## src/rtl/bar_pkg.sv

```systemverilog
// Package with the shared types and constants of the button auto-repeat block.
package bar_pkg;

    // Number of button lanes that are updated; mask bits above it always read as zero.
    localparam int NUM_BUTTONS = 32;
    localparam int MASK_W      = 32;
    localparam int TICK_W      = 32;
    localparam int CFG_W       = 32;
    localparam int CFG_IDX_W   = 2;

    // Configuration register indexes.
    typedef enum logic [CFG_IDX_W-1:0] {
        CFG_ENABLE   = 2'd0,
        CFG_DELAY    = 2'd1,
        CFG_INTERVAL = 2'd2
    } t_cfg_reg;

    // One poll transaction on the input channel.
    typedef struct packed {
        logic [MASK_W-1:0] press_edges;
        logic [MASK_W-1:0] held_bits;
        logic [MASK_W-1:0] release_edges;
        logic [TICK_W-1:0] now_ticks;
        logic              any_read;
    } t_bar_in;

    // One result transaction on the output channel.
    typedef struct packed {
        logic [MASK_W-1:0] pressed_mask;
        logic [MASK_W-1:0] held_mask;
        logic [MASK_W-1:0] released_mask;
        logic              status;
    } t_bar_out;

    // Input bits of one button for one poll.
    typedef struct packed {
        logic press;
        logic held;
        logic rel;
    } t_lane_in;

    // Reported flags of one button.
    typedef struct packed {
        logic pressed;
        logic held;
        logic released;
    } t_lane_flags;

endpackage

```

## src/rtl/bar_lane.sv

```systemverilog
// One button lane: reported flags, repeat state and last press or pulse time of a single button.
module bar_lane import bar_pkg::*; (
    input  logic              i_clk,
    input  logic              i_rst_n,
    input  logic              i_step,
    input  logic              i_en_flip,
    input  t_lane_in          i_in,
    input  logic              i_enable,
    input  logic [TICK_W-1:0] i_now,
    input  logic [TICK_W-1:0] i_delay,
    input  logic [TICK_W-1:0] i_interval,
    output t_lane_flags       o_next
);

    t_lane_flags       r_flags, n_flags;
    logic              r_pulse, n_pulse;
    logic              r_waiting, n_waiting;
    logic [TICK_W-1:0] r_last, n_last;
    logic [TICK_W-1:0] since;
    logic              wait_now;

    // Time since the last press or pulse, modulo the tick width.
    assign since    = i_now - r_last;
    assign wait_now = r_waiting && !(since > i_delay);

    // Per-button update: press edge first, then held, then release edge.
    always_comb begin
        n_flags   = r_flags;
        n_pulse   = r_pulse;
        n_waiting = r_waiting;
        n_last    = r_last;
        if (i_in.press) begin
            n_flags = '{pressed: 1'b1, held: 1'b0, released: 1'b0};
            n_pulse = 1'b0;
            n_last  = i_now;
        end else if (i_in.held) begin
            if (i_enable) begin
                n_flags.pressed = 1'b0;
                n_flags.held    = 1'b0;
                if (r_pulse) begin
                    // The poll after a repeat pulse reports the matching release.
                    n_flags.released = 1'b1;
                    n_pulse          = 1'b0;
                end else begin
                    n_waiting = wait_now;
                    if (!wait_now && (since > i_interval)) begin
                        n_flags.pressed  = 1'b1;
                        n_flags.released = 1'b0;
                        n_last           = i_now;
                        n_pulse          = 1'b1;
                    end
                end
            end else begin
                n_flags = '{pressed: 1'b0, held: 1'b1, released: 1'b0};
            end
        end else if (i_in.rel) begin
            n_flags   = '{pressed: 1'b0, held: 1'b0, released: 1'b1};
            n_waiting = 1'b1;
        end
    end

    assign o_next = i_step ? n_flags : r_flags;

    // Lane state; a change of the enable bit while the lane does not step re-arms the first-repeat wait.
    always_ff @(posedge i_clk) begin
        if (!i_rst_n) begin
            r_flags   <= '0;
            r_pulse   <= 1'b0;
            r_waiting <= 1'b1;
            r_last    <= '0;
        end else if (i_step) begin
            r_flags   <= n_flags;
            r_pulse   <= n_pulse;
            r_waiting <= n_waiting;
            r_last    <= n_last;
        end else if (i_en_flip) begin
            r_pulse   <= 1'b0;
            r_waiting <= 1'b1;
        end
    end

endmodule

```

## config.mk

```make
export PLATFORM = sky130hd
export DESIGN_NAME = bar_lane
export DESIGN_NICKNAME = d
export VERILOG_FILES = /design/src/rtl/bar_pkg.sv /design/src/rtl/bar_lane.sv
export SDC_FILE = /design/constraint.sdc
export NUM_CORES = 1
export LEC_CHECK = 0
export BUFFER_PORTS_ARGS = -buffer_cell sky130_fd_sc_hd__buf_2
export CORE_MARGIN = 2
export CORE_UTILIZATION = 57
export DETAILED_ROUTE_END_ITERATION = 6
export PLACE_DENSITY = 0.83
export SLEW_MARGIN = 20
export SYNTH_ARGS = -nofsm -noshare
export SYNTH_HDL_FRONTEND = slang
export SYNTH_SLANG_ARGS = --single-unit
```

## constraint.sdc

```tcl
create_clock -name i_clk -period 6.2 [get_ports i_clk]
set_clock_uncertainty 0.05 [all_clocks]
set_input_delay 0.62 -clock i_clk [delete_from_list [all_inputs] [get_ports i_clk]]
set_output_delay 0.62 -clock i_clk [all_outputs]
set_load 0.05 [all_outputs]
```

# Word level (Yosys, flattened, before mapping)
# Index checks and enable logic that the tools add are counted.
dict set report word_totals {
  ff_bits 37
  latch_bits 0
  mem_bits_rw 0
  mem_bits_ro 0
  in_bits 104
  n_memories 0
}
dict set report op_classes {
  n_addsub 1
  mul 0
  n_div 0
  n_lt_le_gt_ge 2
  eq_ne 7
  shift 0
  mux 26
  bitwise 0
  reduce_logical 11
}
# op count
set ops {}
lappend ops {{$mux 32} 5}
lappend ops {{$gt 32x32->1} 2}
lappend ops {{$sub 32x32->32} 1}
lappend ops {{$mux 1} 16}
lappend ops {{$mux 3} 5}
lappend ops {{$reduce_and 5->1} 2}
lappend ops {{$ne 3x1->1 const B} 3}
lappend ops {{$reduce_bool 2->1} 4}
lappend ops {{$ne 2x2->1 const B} 2}
lappend ops {{$ne 3x2->1 const B} 1}
lappend ops {{$ne 3x3->1 const B} 1}
lappend ops {{$reduce_and 3->1} 1}
lappend ops {{$logic_and 1x1->1} 2}
lappend ops {{$logic_not 1->1} 2}

# Logic depth before layout (Yosys ltp)
dict set report logic_depth {
  depth_word 12
  ltp_mapped 20
  depth_no_buf 19
}

# Worst setup path before layout
# Ideal clock, no wire load.
dict set report synth_timing {
  path_kind {input-to-output}
  startpoint {in i_now[16]}
  endpoint {out o_next[0] in the netlist's numbering}
  arrival_ps 4900
  setup_slack_ps 630
  stages 16
  path_buffers 1
  cell_sequence {ha_1 clkbuf_1 nand3_1 nor4_1 o2111ai_1 a31oi_1 o211ai_1 o41ai_2 xnor2_1 ha_1 and4_1 a221oi_1 nand3_1 o211ai_4 o221ai_1 a31oi_1}
}
# element line
set synth_lines {}
lappend synth_lines {{start: declaration} bar_lane.sv:9} ;# input logic [TICK_W-1:0] i_now,
lappend synth_lines {{end: declaration} bar_lane.sv:12} ;# output t_lane_flags o_next

==> qor.csv <==
stage;metric;value;unit
layout;final_nets;992;
placed_design;io_buffers;106;
status;outcome;complete, no violations;
clock_network;cts-root-buf;clkbuf_8;
floorplan;io_pins;107;
pwr;intPower;668;uW
critical_path;r2r_cells;17;
routing;first_iter_violations;316;
sta;tns;0;ns
critical_path;crit_start;i_now[10];
sta;relSlewSlack;0.532;
routing;wirelength;13100;um
critical_path;slowest_delay;0.45;ns
synth;synth-edff-count;0;
clock_network;clkSlewWorstSetupHoldPaths;0.08;ns
clock_network;cts.path.max_buffers;2;
floorplan;dieHeight;98.6;um
critical_path;crit_type;primary input to output port;
layout;antenna_cells;0;
sta;setup_viol;0;
critical_path;path_cells;buf_2 -> ha_1 -> nand3_1 -> nor4_1 -> o2111ai_1 -> a31oi_1 -> o211ai_1 -> o311ai_1 -> ha_1 -> a211oi_1 -> nor2_1 -> nor3b_1 -> nand3_1 -> o211ai_4 -> o221ai_1 -> a31oi_1 -> buf_2;
synth;synth-seq-cells;37;
clock_network;cts_buffers;5;
global_routing;grt_pass1_wl;22300;um
critical_path;reg2reg_from;r_last[10];
synth;synth-warning-count;0;
floorplan;start_util;0.587;
synth;netlist.area_leader.share;0.233;
clock_network;cts_hold_buf;0;
routing;wl_per_cell;14.6;um
clock_network;cts_sinks;37;
pwr;powerDensity;194;nW/um2
sta;final.period_utilization;0.931;
pwr;clkPwrFrac;0.227;
placed_design;postPlaceCellArea;5670;um2
floorplan;chipWidth;98.6;um
critical_path;critPathLaunchType;primary input;
sta;period_minus_slack;5.77;ns
global_routing;grt_pass1_vias;5064;
synth;ys_seq_area_frac;0.145;
sta;max_freq;0.173;GHz
pwr;peakVddDrop;0.128;mV
critical_path;required;5.53;ns
layout;fin_area;5820;um2
synth;synth_fp_nets;896;
job;cap_violations;0;
critical_path;cp-end-kind;output port;
critical_path;path_max_fanout;6;
critical_path;reg2reg_to;r_last[14];
global_routing;grt-ovfl-total;0;
synth;yosys_most_used_dff;dfxtp_1;
placed_design;routabilityCongestion;0.952;
sta;drv_slew;0;
critical_path;slowest_stage;nor3b_1;
synth;syn_area;5100;um2
clock_network;cts_tree;built;
pwr;p_sw;462;uW
routing;ant_nets;0;
clock_network;worst_skew_pair.late_latency;0.31;ns
layout;seq_area;741;um2
sta;rsz0062_at_grt;no;
synth;netlist_top_cells_count;113 x inv_1, 101 x nand2_1, 95 x ha_1;
layout;syn_to_final_growth;14.2;%
synth;ys_async_sr_fraction;0;
min_path;hold_path.class;flip-flop to flip-flop;
floorplan;rows;34;
synth;synth_area_leader_cell;ha_1;
pwr;power_switching_share;0.409;
routing;first_pass_iters;6;
layout;fill_cells;765;
pwr;p_leak;2.86;nW
routing;vias_per_cell;5.76;
pwr;p_comb_frac;0.544;
clock_network;htreeDepth;2;
critical_path;reg2reg_slack;1.02;ns
global_routing;antenna_found_initial;0;
placed_design;dp.final_hpwl;10800;um
synth;synthCells;696;
pwr;p_seq_frac;0.229;
synth;yosysMostFrequentCell;inv_1;
layout;drive_gt1_frac;0.165;
layout;multi_input_area;3840;um2
routing;route.detailed.drc;0;
synth;ys_types;61;
sta;worst_slew_pin_slew;0.702;ns
global_routing;grt_max_degree;43;
global_routing;globalRouteTotalUtil;0.275;
critical_path;cp.arrival;5.10;ns
synth;yosys-top-cells-area;ha_1 23%, dfxtp_1 15%, inv_1 8.3%, nand2_1 7.4%, mux2i_1 6.3%;
routing;routed-via-count;5193;
synth;avgSynthCellArea;7.32;um2
critical_path;endpoint;o_next[0];
sta;hold_viol;0;
floorplan;fp.dieArea;9710;um2
floorplan;core;8680;um2
layer usage:
layer	vias to the layer above	GRT usage	share of wire	wire, um
met4	0	0.0896	0.024	321
met5	-	0	0	0
met3	33	0.0348	0.059	773
met2	202	0.475	0.48	6250
li1	2625	-	-	-
met1	2333	0.355	0.44	5810
layout by cell type, fill, tap and decap left out, types with 2 or more instances in the layout:
| cell | count |
|---|---|
| bufinv_16 | 2 |
| clkbuf_8 | 5 |
| o21bai_1 | 2 |
| nand4_1 | 17 |
| o31a_1 | 2 |
| nor4_1 | 5 |
| ha_1 | 95 |
| nand2_1 | 101 |
| a31oi_1 | 6 |
| o21ai_0 | 30 |
| a21o_1 | 9 |
| o211ai_1 | 9 |
| buf_4 | 2 |
| and4_1 | 3 |
| o221ai_1 | 2 |
| o31ai_1 | 2 |
| or3_1 | 3 |
| and2_1 | 4 |
| o211a_1 | 2 |
| a221o_1 | 2 |
| xnor2_1 | 15 |
| nand2b_1 | 2 |
| nand3_1 | 16 |
| mux2i_1 | 32 |
| nand4b_1 | 2 |
| xor2_1 | 7 |
| a211oi_1 | 7 |
| a2111oi_0 | 3 |
| nor2_1 | 33 |
| a21oi_1 | 54 |
| nand3b_1 | 4 |
| o21a_1 | 10 |
| or3_2 | 2 |
| buf_2 | 106 |
| nor3_1 | 11 |
| dfxtp_1 | 37 |
| inv_1 | 113 |
| nor2b_1 | 6 |
| o2111ai_1 | 2 |
registers in the layout (all words and copies together) (netlist names):
register	cells
r_last	32
r_flags	3
r_pulse	1
r_waiting	1
critical path: cells and delay by family:
kind / cells / cell delay [ns]
AO/OA/AOI/OAI: 8 / 2.12
AND/OR/NAND/NOR: 5 / 1.24
adder cells (fa/ha/maj): 2 / 0.72
buffers and inverters: 2 / 0.39
metrics by stage:
stage          utilization  hold slack (ns)  setup WS [ns]  std cells  power, mW
6_report             0.670            0.408          0.429        901       1.13
5_1_grt              0.670            0.427         0.0717        901       1.22
4_1_cts              0.669            0.412          0.262        901       1.13
3_5_place_dp         0.654            0.399          0.419        893      0.863
3_3_place_gp         0.654            0.393          0.579        893      0.832
2_1_floorplan            -            0.385          0.630        696      0.711
timing repair:
action / CTS / global route
buffers inserted: 0 / 0
hold endpoints to repair: 0 / 0
setup endpoints to repair: 0 / 2
gates resized for setup: 0 / 3
layout make-up:
type / instances / share of cell area
Sequential cell: 37 / 0.127
Clock inverter: 3 / 0.0112
Timing Repair Buffer: 108 / 0.0938
Tap cell: 108 / 0.0232
Multi-Input combinational cell: 527 / 0.660
Clock buffer: 5 / 0.0118
Inverter: 113 / 0.0729
cell families (layout without fill, tap and decap cells):
logic type                 count (synthesis)  after routing  share of synthesized area
adders and majority gates                 96             96                      0.237
AOI/OAI and AO/OA                        160            160                      0.209
muxes                                     33             33                     0.0651
and+or+nand+nor                          216            216                      0.202
buffers and inverters                    132            229                      0.104
DFF                                       37             37                      0.145
xor gates and xnor gates                  22             22                     0.0378
power groups by stage:
stage | combinational [mW] | sequential, mW | clock [mW]
final | 0.614 | 0.259 | 0.256
after global routing | 0.694 | 0.261 | 0.267
after CTS | 0.605 | 0.259 | 0.261
after detailed placement | 0.599 | 0.265 | 0
after global placement | 0.568 | 0.264 | 0
after floorplan | 0.449 | 0.263 | 0
worst min-delay path by stage:
stage / start / to / slack [ns] / depth (start not counted)
6_report: r_last[16] / r_last[16] / 0.41 / 2
4_1_cts: r_last[19] / r_last[19] / 0.41 / 2
3_5_place_dp: r_last[19] / r_last[19] / 0.40 / 2
3_3_place_gp: r_last[20] / r_last[20] / 0.39 / 2
2_1_floorplan: r_last[10] / r_last[10] / 0.38 / 2
5_1_grt: r_last[17] / r_last[17] / 0.43 / 2
(Power assumes the default switching activity.)
